===== src/hdl/fnv_pkg.sv =====
package fnv_pkg;

  // config register indexes
  localparam int unsigned CfgIdxW = 3;
  localparam logic [CfgIdxW-1:0] REG_HASH_WIDTH = 3'd0;
  localparam logic [CfgIdxW-1:0] REG_VARIANT    = 3'd1;
  localparam logic [CfgIdxW-1:0] REG_INIT_MODE  = 3'd2;
  localparam logic [CfgIdxW-1:0] REG_SEED_HIGH  = 3'd3;
  localparam logic [CfgIdxW-1:0] REG_SEED_LOW   = 3'd4;

  // hash width codes (code three behaves as 128-bit)
  localparam logic [1:0] WIDTH_32  = 2'd0;
  localparam logic [1:0] WIDTH_64  = 2'd1;
  localparam logic [1:0] WIDTH_128 = 2'd2;

  // variant codes
  localparam logic VARIANT_FNV1  = 1'b0;
  localparam logic VARIANT_FNV1A = 1'b1;

  // start value codes (code three behaves as custom seed)
  localparam logic [1:0] INIT_BASIS = 2'd0;
  localparam logic [1:0] INIT_ZERO  = 2'd1;
  localparam logic [1:0] INIT_SEED  = 2'd2;

  // primes are 2^S + small constant
  localparam int unsigned Prime32Shift  = 24;
  localparam int unsigned Prime64Shift  = 40;
  localparam int unsigned Prime128Shift = 88;
  localparam logic [8:0] PRIME32_LOW  = 9'h193;
  localparam logic [8:0] PRIME64_LOW  = 9'h1b3;
  localparam logic [8:0] PRIME128_LOW = 9'h13b;

  localparam logic [31:0]  BASIS32  = 32'h811c9dc5;
  localparam logic [63:0]  BASIS64  = 64'hcbf29ce484222325;
  localparam logic [127:0] BASIS128 = 128'h6c62272e07bb0142_62b821756295c58d;

  typedef struct packed {
    logic [1:0]  hash_width;
    logic        variant;
    logic [1:0]  init_mode;
    logic [63:0] seed_high;
    logic [63:0] seed_low;
  } cfg_t;

  typedef struct packed {
    logic [7:0] data_byte;
    logic       byte_valid;
    logic       first_item;
  } item_t;

endpackage


===== src/hdl/fnv_cfg.sv =====
module fnv_cfg (
  input  logic                        clk_i,
  input  logic                        rst_ni,
  input  logic                        cfg_valid_i,
  output logic                        cfg_ready_o,
  input  logic [fnv_pkg::CfgIdxW-1:0] cfg_index_i,
  input  logic [63:0]                 cfg_data_i,
  output fnv_pkg::cfg_t               cfg_o
);

  fnv_pkg::cfg_t cfg_q, cfg_d;

  assign cfg_ready_o = 1'b1;

  always_comb begin
    cfg_d = cfg_q;
    if (cfg_valid_i) begin
      case (cfg_index_i)
        fnv_pkg::REG_HASH_WIDTH: cfg_d.hash_width = cfg_data_i[1:0];
        fnv_pkg::REG_VARIANT:    cfg_d.variant    = cfg_data_i[0];
        fnv_pkg::REG_INIT_MODE:  cfg_d.init_mode  = cfg_data_i[1:0];
        fnv_pkg::REG_SEED_HIGH:  cfg_d.seed_high  = cfg_data_i;
        fnv_pkg::REG_SEED_LOW:   cfg_d.seed_low   = cfg_data_i;
        default: ; // unmapped index, write dropped
      endcase
    end
  end

  always_ff @(posedge clk_i or negedge rst_ni) begin
    if (!rst_ni) begin
      cfg_q.hash_width <= fnv_pkg::WIDTH_32;
      cfg_q.variant    <= fnv_pkg::VARIANT_FNV1A;
      cfg_q.init_mode  <= fnv_pkg::INIT_BASIS;
      cfg_q.seed_high  <= 64'd0;
      cfg_q.seed_low   <= 64'd0;
    end else begin
      cfg_q <= cfg_d;
    end
  end

  assign cfg_o = cfg_q;

endmodule


===== src/hdl/fnv_step.sv =====
module fnv_step (
  input  fnv_pkg::cfg_t  cfg_i,
  input  fnv_pkg::item_t item_i,
  input  logic [127:0]   hash_i,
  output logic [127:0]   hash_o
);

  logic [127:0] start_val;
  logic [127:0] base;
  logic [127:0] byte_ext;
  logic [127:0] mul_in;
  logic [31:0]  m32;
  logic [63:0]  m64;
  logic [127:0] m128;
  logic [127:0] prod;
  logic [127:0] folded;

  // start value before width truncation
  always_comb begin
    case (cfg_i.init_mode)
      fnv_pkg::INIT_ZERO: start_val = 128'd0;
      fnv_pkg::INIT_BASIS: begin
        case (cfg_i.hash_width)
          fnv_pkg::WIDTH_32: start_val = {96'd0, fnv_pkg::BASIS32};
          fnv_pkg::WIDTH_64: start_val = {64'd0, fnv_pkg::BASIS64};
          default:           start_val = fnv_pkg::BASIS128;
        endcase
      end
      default: start_val = {cfg_i.seed_high, cfg_i.seed_low};
    endcase
  end

  // truncate to the current width, whichever source
  always_comb begin
    base = item_i.first_item ? start_val : hash_i;
    case (cfg_i.hash_width)
      fnv_pkg::WIDTH_32: base = {96'd0, base[31:0]};
      fnv_pkg::WIDTH_64: base = {64'd0, base[63:0]};
      default: ;
    endcase
  end

  assign byte_ext = {120'd0, item_i.data_byte};
  assign mul_in   = (cfg_i.variant == fnv_pkg::VARIANT_FNV1A) ? (base ^ byte_ext) : base;

  // shift plus small-constant multiply, modulo the width
  assign m32  = (mul_in[31:0] << fnv_pkg::Prime32Shift)
              + (mul_in[31:0] * fnv_pkg::PRIME32_LOW);
  assign m64  = (mul_in[63:0] << fnv_pkg::Prime64Shift)
              + (mul_in[63:0] * fnv_pkg::PRIME64_LOW);
  assign m128 = (mul_in << fnv_pkg::Prime128Shift) + (mul_in * fnv_pkg::PRIME128_LOW);

  always_comb begin
    case (cfg_i.hash_width)
      fnv_pkg::WIDTH_32: prod = {96'd0, m32};
      fnv_pkg::WIDTH_64: prod = {64'd0, m64};
      default:           prod = m128;
    endcase
  end

  assign folded = (cfg_i.variant == fnv_pkg::VARIANT_FNV1A) ? prod : (prod ^ byte_ext);
  assign hash_o = item_i.byte_valid ? folded : base;

endmodule


===== src/hdl/fnv_byte_hash_engine.sv =====
// Path from an accepted input item to its result on the master side:
//   input register, then hash/result register.
// Throughput: one item per cycle, unless a last item waits on a stalled result register.
// Reset (rst_ni low, async): config registers return to defaults (32-bit, FNV-1a,
//   offset basis, seeds zero), running hash clears to zero, both stages empty.
module fnv_byte_hash_engine (
  input  logic         clk_i,
  input  logic         rst_ni,

  // config write channel
  input  logic         cfg_valid_i,
  output logic         cfg_ready_o,
  input  logic [2:0]   cfg_index_i,
  input  logic [63:0]  cfg_data_i,

  // input stream
  input  logic         s_axis_tvalid,
  output logic         s_axis_tready,
  input  logic [7:0]   s_axis_tdata,   // [7:0] data_byte
  input  logic [1:0]   s_axis_tuser,   // [0] byte_valid, [1] first_item
  input  logic         s_axis_tlast,   // last_item

  // result stream
  output logic         m_axis_tvalid,
  input  logic         m_axis_tready,
  output logic [127:0] m_axis_tdata    // [63:0] hash_high, [127:64] hash_low
);

  fnv_pkg::cfg_t  cfg;
  fnv_pkg::item_t in_item_q;
  logic           in_valid_q;
  logic           in_last_q;
  logic [127:0]   hash_q;
  logic [127:0]   hash_d;
  logic           out_valid_q;
  logic [127:0]   out_hash_q;
  logic           out_free;
  logic           advance;
  logic           s_accept;

  fnv_cfg u_cfg (
    .clk_i       (clk_i),
    .rst_ni      (rst_ni),
    .cfg_valid_i (cfg_valid_i),
    .cfg_ready_o (cfg_ready_o),
    .cfg_index_i (cfg_index_i),
    .cfg_data_i  (cfg_data_i),
    .cfg_o       (cfg)
  );

  // Combinational fold of the registered item into the running hash.
  fnv_step u_step (
    .cfg_i  (cfg),
    .item_i (in_item_q),
    .hash_i (hash_q),
    .hash_o (hash_d)
  );

  // Output register is free if empty or being drained this cycle.
  assign out_free = !out_valid_q || m_axis_tready;

  // Items that emit nothing never wait on the result side.
  assign advance  = in_valid_q && (!in_last_q || out_free);

  // Input register refills whenever its item moves on.
  assign s_axis_tready = !in_valid_q || advance;
  assign s_accept      = s_axis_tvalid && s_axis_tready;

  // input stage
  always_ff @(posedge clk_i or negedge rst_ni) begin
    if (!rst_ni) begin
      in_valid_q <= 1'b0;
    end else if (s_axis_tready) begin
      in_valid_q <= s_axis_tvalid;
    end
  end

  always_ff @(posedge clk_i) begin
    if (s_accept) begin
      in_item_q.data_byte  <= s_axis_tdata;
      in_item_q.byte_valid <= s_axis_tuser[0];
      in_item_q.first_item <= s_axis_tuser[1];
      in_last_q            <= s_axis_tlast;
    end
  end

  // running hash state
  always_ff @(posedge clk_i or negedge rst_ni) begin
    if (!rst_ni) begin
      hash_q <= 128'd0;
    end else if (advance) begin
      hash_q <= hash_d;
    end
  end

  // result register
  always_ff @(posedge clk_i or negedge rst_ni) begin
    if (!rst_ni) begin
      out_valid_q <= 1'b0;
    end else if (advance && in_last_q) begin
      out_valid_q <= 1'b1;
    end else if (m_axis_tready) begin
      out_valid_q <= 1'b0;
    end
  end

  always_ff @(posedge clk_i) begin
    if (advance && in_last_q) begin
      out_hash_q <= hash_d;
    end
  end

  assign m_axis_tvalid = out_valid_q;
  assign m_axis_tdata  = {out_hash_q[63:0], out_hash_q[127:64]};

endmodule


===== config.mk =====
export PLATFORM = sky130hd
export DESIGN_NAME = fnv_byte_hash_engine
export DESIGN_NICKNAME = d
export VERILOG_FILES = /design/src/hdl/fnv_pkg.sv /design/src/hdl/fnv_cfg.sv /design/src/hdl/fnv_step.sv /design/src/hdl/fnv_byte_hash_engine.sv
export SDC_FILE = /design/constraint.sdc
export NUM_CORES = 2
export LEC_CHECK = 0
export CAP_MARGIN = 20
export CORE_MARGIN = 5
export CORE_UTILIZATION = 40
export CTS_BUF_LIST = sky130_fd_sc_hd__clkbuf_16
export CTS_CLUSTER_DIAMETER = 50
export DETAILED_ROUTE_END_ITERATION = 7
export DONT_BUFFER_PORTS = 1
export SLEW_MARGIN = 0
export SYNTH_ARGS = -nofsm -noshare
export SYNTH_HDL_FRONTEND = slang
export SYNTH_SLANG_ARGS = --single-unit

===== constraint.sdc =====
create_clock -name clk_i -period 14.3 [get_ports clk_i]
set_input_delay 0.715 -clock clk_i [delete_from_list [all_inputs] [get_ports clk_i]]
set_output_delay 0.715 -clock clk_i [all_outputs]
set_load 0.01 [all_outputs]

**Word level (Yosys, flattened, before mapping)**

Cells that the tools add are included.

- Input bits: 83
- Output and inout bits: 131
- Bits in registers: 402

- Multipliers: 3
- Multiplexer cells: 10
- Equal/unequal tests: 6
- Add/subtract/negate cells: 3
- Reductions and logical operators: 18
- Bitwise gates (word level): 2

Operators by type and width:

| operator | count |
|---|---|
| $pmux W128 S2 | 3 |
| $mux W128 | 4 |
| $xor A128 B8 Y128 | 2 |
| $pmux W127 S2 | 1 |
| $add A128 B128 Y128 | 1 |
| $mul A128 B9 Y128 const B | 1 |
| $add A64 B64 Y64 | 1 |
| $mul A64 B9 Y64 const B | 1 |
| $add A32 B32 Y32 | 1 |
| $mul A32 B9 Y32 const B | 1 |
| $reduce_and A2 Y1 | 5 |
| $eq A3 B2 Y1 const B | 2 |
| $eq A2 B1 Y1 const B | 2 |
| $logic_not A2 Y1 | 2 |
| $eq A3 B1 Y1 const B | 1 |
| $eq A3 B3 Y1 const B | 1 |
| $logic_and A1 B1 Y1 | 3 |
| $logic_not A1 Y1 | 3 |
| $logic_not A3 Y1 | 1 |
| $logic_or A1 B1 Y1 | 3 |
| $mux W1 | 2 |
| $reduce_bool A2 Y1 | 1 |

**Logic depth before layout (Yosys ltp)**

- Depth after elaboration: 13
- Mapped depth: 31
- Gate-level depth less buffers: 28

**By module**

A second synthesis with hierarchy kept.

- Cell total of the unflattened synthesis: 6242
- Area, all modules: 61018.5 um^2

By module, submodules not included:

| module | cells each | times used | seq. area each (um^2) | area each (um^2) |
|---|---|---|---|---|
| fnv_step | 5079 | 1 | 0.0 | 43725.7 |
| fnv_byte_hash_engine | 876 | 1 | 7427.1 | 11970.2 |
| fnv_cfg | 287 | 1 | 3329.4 | 5322.6 |

**Worst setup path before layout**

No wires, ideal clock.

- Path type: register to register
- Start point: register in_item_q[0] (netlist bit)
- End point: register hash_q[60]
- Data arrival time: 7.810 ns
- Cell stages (with the launch flop): 30
- Slack: 6.366 ns
- Buffers on the path: 6
- Setup time: 0.125 ns
- Period minus slack after synthesis: 7.934 ns
- Cell sequence: edfxtp_1 > clkbuf_1 > clkbuf_1 > clkbuf_1 > buf_1 > clkbuf_1 > clkbuf_1 > a31oi_1 > xor2_1 > ha_1 > inv_1 > fa_1 > inv_1 > fa_1 > inv_1 > fa_1 > inv_1 > ha_1 > ha_1 > a21oi_1 > nor3_1 > a2111oi_2 > a211oi_1 > a211oi_2 > o211ai_1 > o41a_1 > a211oi_2 > mux2i_1 > a31oi_1 > mux2_2

- Word-level cells in the longest chain between the ends: 10

RTL lines:

| element | line | text |
|---|---|---|
| from (decl) | fnv_byte_hash_engine.sv:30 | `fnv_pkg::item_t in_item_q;` |
| $mux W128 * | fnv_step.sv:35 | `base = item_i.first_item ? start_val : hash_i;` |
| $pmux W128 S2 * | fnv_step.sv:36 | `case (cfg_i.hash_width)` |
| $xor A128 B8 Y128 | fnv_step.sv:44 | `assign mul_in = (cfg_i.variant == fnv_pkg::VARIANT_FNV1A) ? (base ^ byte_ext) : base;` |
| $mux W128 | fnv_step.sv:44 |  |
| $mul A128 B9 Y128 or $mul A64 B9 Y64 (tied branches) | fnv_step.sv:51, fnv_step.sv:50 |  |
| $add A128 B128 Y128 or $add A64 B64 Y64 (tied branches) | fnv_step.sv:51, fnv_step.sv:50 |  |
| $pmux W128 S2 | fnv_step.sv:54 | `case (cfg_i.hash_width)` |
| $xor A128 B8 Y128 | fnv_step.sv:61 | `assign folded = (cfg_i.variant == fnv_pkg::VARIANT_FNV1A) ? prod : (prod ^ byte_ext);` |
| $mux W128 | fnv_step.sv:61 |  |
| $mux W128 * | fnv_step.sv:62 | `assign hash_o = item_i.byte_valid ? folded : base;` |
| net hash_d[60] | fnv_byte_hash_engine.sv:34 | `logic [127:0] hash_d;` |
| to (signal assigned) | fnv_byte_hash_engine.sv:92 | `hash_q <= hash_d;` |
| to (decl) | fnv_byte_hash_engine.sv:33 | `logic [127:0] hash_q;` |

Mark *: on every way through the listed nets, which the timed path passes. The rest lies on a longest branch.
A chain may end at the register's enable or synchronous reset.

**Final worst setup path**

- Start point: register u_cfg.cfg_q (netlist bit u_cfg.cfg_o[132])
- End point: register hash_q[60]

- Word-level cells in the longest chain between the ends: 13

RTL lines:

| element | line | text |
|---|---|---|
| from (decl) | fnv_cfg.sv:11 | `fnv_pkg::cfg_t cfg_q, cfg_d;` |
| from (signal assigned) | fnv_cfg.sv:37 | `cfg_q <= cfg_d;` |
| $eq A2 B1 Y1 or $logic_not A2 Y1 (tied branches) | fnv_step.sv:23, fnv_step.sv:36, fnv_step.sv:54 |  |
| $pmux W127 S2 | fnv_step.sv:23 | `case (cfg_i.hash_width)` |
| $pmux W128 S2 | fnv_step.sv:20 | `case (cfg_i.init_mode)` |
| $mux W128 | fnv_step.sv:35 |  |
| $pmux W128 S2 | fnv_step.sv:36 |  |
| $xor A128 B8 Y128 | fnv_step.sv:44 |  |
| $mux W128 | fnv_step.sv:44 |  |
| $mul A128 B9 Y128 or $mul A64 B9 Y64 (tied branches) | fnv_step.sv:51, fnv_step.sv:50 |  |
| $add A128 B128 Y128 or $add A64 B64 Y64 (tied branches) | fnv_step.sv:51, fnv_step.sv:50 |  |
| $pmux W128 S2 | fnv_step.sv:54 |  |
| $xor A128 B8 Y128 | fnv_step.sv:61 |  |
| $mux W128 | fnv_step.sv:61 |  |
| $mux W128 * | fnv_step.sv:62 |  |
| net hash_d[60] | fnv_byte_hash_engine.sv:34 |  |

Marks and branches as above.

==> results.sh <==
export IMPL_timing_final_max_slew_violations=0
export IMPL_timing_hold_ws_ns=0.102
export IMPL_gp_congestion=0.965
export IMPL_netlist_area_um2=58200
export IMPL_synth_yosys_warnings=0
export IMPL_syn_num_nets=7620
export IMPL_slew_headroom_pct=22.5
export IMPL_first_pass_iters=6
export IMPL_setup_viol_count_final=0
export IMPL_max_cap_violations=0
export IMPL_grt_overflow_total=0
export IMPL_endpoint_kind="flop"
export IMPL_max_freq_mhz=95.8
export IMPL_crit_type="flop to flop"
export IMPL_async_flop_share_pct=65.4
export IMPL_ys_types=98
export IMPL_die_area_um2=153000
export IMPL_cts_setup_buffers=0
export IMPL_syn_to_final_growth_pct=8.60
export IMPL_clock_latency_ns=0.71
export IMPL_cp_common_cell="fa_1"
export IMPL_vias=45800
export IMPL_start_kind="flop"
export IMPL_netlist_instances=6051
export IMPL_vias_per_cell=5.73
export IMPL_rows=140
export IMPL_grt_pass1_vias=47000
export IMPL_path_buf_inv=3
export IMPL_drt_total_wl_um=219000
export IMPL_worstPathMaxFanout=43
export IMPL_skew_ns=0.0444
export IMPL_nets=7554
export IMPL_port_buffers=0
export IMPL_worst_pin_slew_ns=1.15
export IMPL_syn_avg_cell_area_um2=9.62
export IMPL_cp_required_ns=14.85
export IMPL_rsz0062_at_grt="false"
export IMPL_cp_data_arrival_time_ns=10.99
export IMPL_cts_tree="done"
export IMPL_finalCriticalPeriod_ns=10.43
export IMPL_ys_top_cells_by_count="inv_1 (1156), fa_1 (824), ha_1 (662)"
export IMPL_ys_ff_latch=402
export IMPL_path_clk_slew_ns=0.06
export IMPL_nFillCells=14100
export IMPL_h_tree_depth=3
export IMPL_grt_pass1_wl_um=320000
export IMPL_initial_utilization_pct=40.1
export IMPL_coreArea_um2=145000
export IMPL_cp_cell_sequence="buf_4, nand2_1, nand2_1, a21oi_1, nor2_1, inv_1, fa_1, fa_1, inv_1, fa_1, fa_1, ha_1, ha_1, nand4_1, nor3_1, nand4_1, o22ai_1, a211oi_1, o31ai_1, a21boi_0, xnor2_1, a21oi_1, a31oi_1, mux2_2"
export IMPL_synth_top_area_cell="fa_1"
export IMPL_ant_nets=0
export IMPL_cts_buffers=73
export IMPL_fin_crit_sh_pct=73.0
export IMPL_die_h_um=391
export IMPL_crit_family="simple AND/OR/NAND/NOR gates"
export IMPL_antenna_found_initial=35
export IMPL_hp_class="input pin to flop"
export IMPL_tns_ns=0
export IMPL_hold_violations=0
export IMPL_yosys_cell_count_top_type="inv_1"
export IMPL_status="complete, no violations"
export IMPL_yosysSeqAreaShare_pct=18.5
export IMPL_die_w_um=391
export IMPL_drc_errors=0
export IMPL_clock_sink_count=402
export IMPL_synth_edf_count=139
export IMPL_grt_max_degree=264
export IMPL_drt_iter0_markers=4122
export IMPL_yosysTopAreaCellShare_pct=28.3
export IMPL_place_hpwl_um=178000
export IMPL_yosys_most_used_dff="dfrtp_1"
export IMPL_drive_gt1_share_pct=7.96
export IMPL_crit_path_max_incr_delay_ns=0.84
export IMPL_grtUsageTotal_pct=28.6
export IMPL_routedWlPerCell_um=27.3
export IMPL_root_buffer="clkbuf_16"
export IMPL_design_portCount=214
export IMPL_clockBufferDepth=3
export IMPL_crit_slowest_cell="nor2_1"
export IMPL_synth_area_top_cells="fa_1 (28%), ha_1 (14%), dfrtp_1 (11%)"
[cell families (layout without fill, tap and decap cells)]
| kind of cell | Yosys count | count (layout) | share of synthesized area (%) |
|---|---|---|---|
| flops | 402 | 402 | 18.5 |
| buf+inv | 1384 | 1379 | 8.99 |
| xor+xnor | 235 | 235 | 3.54 |
| compound gates | 1224 | 1224 | 13.4 |
| other cells | 1 | 39 | 0.00644 |
| fa+ha+maj | 1486 | 1486 | 42.6 |
| mux | 218 | 218 | 4.18 |
| simple gates | 1101 | 1101 | 8.88 |
[layout by cell type, fill, tap and decap left out, drive strengths merged, types with 18 or more instances in the layout]
cell,instances
clkinv,20
a21o,121
diode,38
nor2,269
fa,824
and4,19
a211oi,42
mux2i,19
edfxtp,139
a21boi,24
buf,86
o21ai,242
o22ai,49
a221oi,31
xnor2,136
and2,18
nor3,60
or3,21
nand4,83
a22o,23
xor2,99
ha,662
dfrtp,262
o21a,32
a21oi,404
nand2,402
o31ai,24
and3,25
a31oi,63
o211ai,28
inv,1185
mux2,199
nand3,60
nand2b,46
o21bai,43
clkbuf,74
nor2b,47
[routing by layer]
layer	up-vias	GRT usage, %	wire length, um
met2	2053	43.6	96600
met1	23200	37.4	88200
li1	20100	-	-
met5	-	0	81
met4	14	12.7	11100
met3	458	8.85	22800
[registers in the layout (all words and copies together) (netlist names)]
name and cells:
hash_q 128, in_item_q 10, in_last_q 1, in_valid_q 1
m_axis_tvalid 1, out_hash_q 128, u_cfg.cfg_o 133
[worst register-to-register path, cell delays in order (launching register included)]
cell and delay (ns):
dfrtp_4 0.75, buf_4 0.71, nand2_1 0.35, nand2_1 0.52
a21oi_1 0.14, nor2_1 0.84, inv_1 0.30, fa_1 0.52
fa_1 0.54, inv_1 0.06, fa_1 0.44, fa_1 0.48
ha_1 0.29, ha_1 0.50, nand4_1 0.21, nor3_1 0.79
nand4_1 0.18, o22ai_1 0.42, a211oi_1 0.25, o31ai_1 0.60
a21boi_0 0.34, xnor2_1 0.20, a21oi_1 0.39, a31oi_1 0.18
mux2_2 0.28
[repair_timing]
action | 4_1_cts | 5_1_grt
endpoints found under the hold margin | 263 | 15
resized for setup | 0 | 0
hold buffers | 1 | 1
[final timing paths]
| check | from | to | slack (ns) | cells after the start |
|---|---|---|---|---|
| worst max-delay path | u_cfg.cfg_o[132]$_DFFE_PN0P_ | hash_q[60]$_DFFE_PN0P_ | 3.87 | 24 |
| worst min-delay path | s_axis_tuser[1] | in_item_q[0]$_DFFE_PP_ | 0.10 | 0 |
| worst max register to register | u_cfg.cfg_o[132]$_DFFE_PN0P_ | hash_q[60]$_DFFE_PN0P_ | 3.87 | 24 |
| worst min register to register | hash_q[33]$_DFFE_PN0P_ | hash_q[33]$_DFFE_PN0P_ | 0.47 | 2 |
| max in group asynchronous | rst_ni | u_cfg.cfg_o[132]$_DFFE_PN0P_ | 12.38 | 3 |
| min in group asynchronous | rst_ni | hash_q[80]$_DFFE_PN0P_ | 0.57 | 2 |
[stage by stage]
step / instances / cell area [um2] / setup WS, ns / utilization (%)
final: 8001 / 63200 / 3.87 / 43.5
after detailed placement: 7821 / 60500 / 4.12 / 41.6
after global routing: 7978 / 63200 / 3.41 / 43.5
after CTS: 7958 / 63100 / 4.07 / 43.4
after floorplan: 6051 / 58200 / 6.37 / -
after global placement: 7821 / 60500 / 4.22 / 41.6
[cell type report]
class                   instances  area, um2  share of cell area, %
diodes                         38       95.1                  0.150
clock buffers                  74       1850                   2.93
clock inverters                62        711                   1.12
inverters                    1156       4340                   6.87
multi-input cells            4265      42400                   67.0
flip-flops and latches        402      10800                   17.0
well taps                    1917       2400                   3.79
repair buffers                 87        696                   1.10
Power is not shown: default switching activity piles up to over one toggle a cycle in this logic, so the estimate is an artifact.
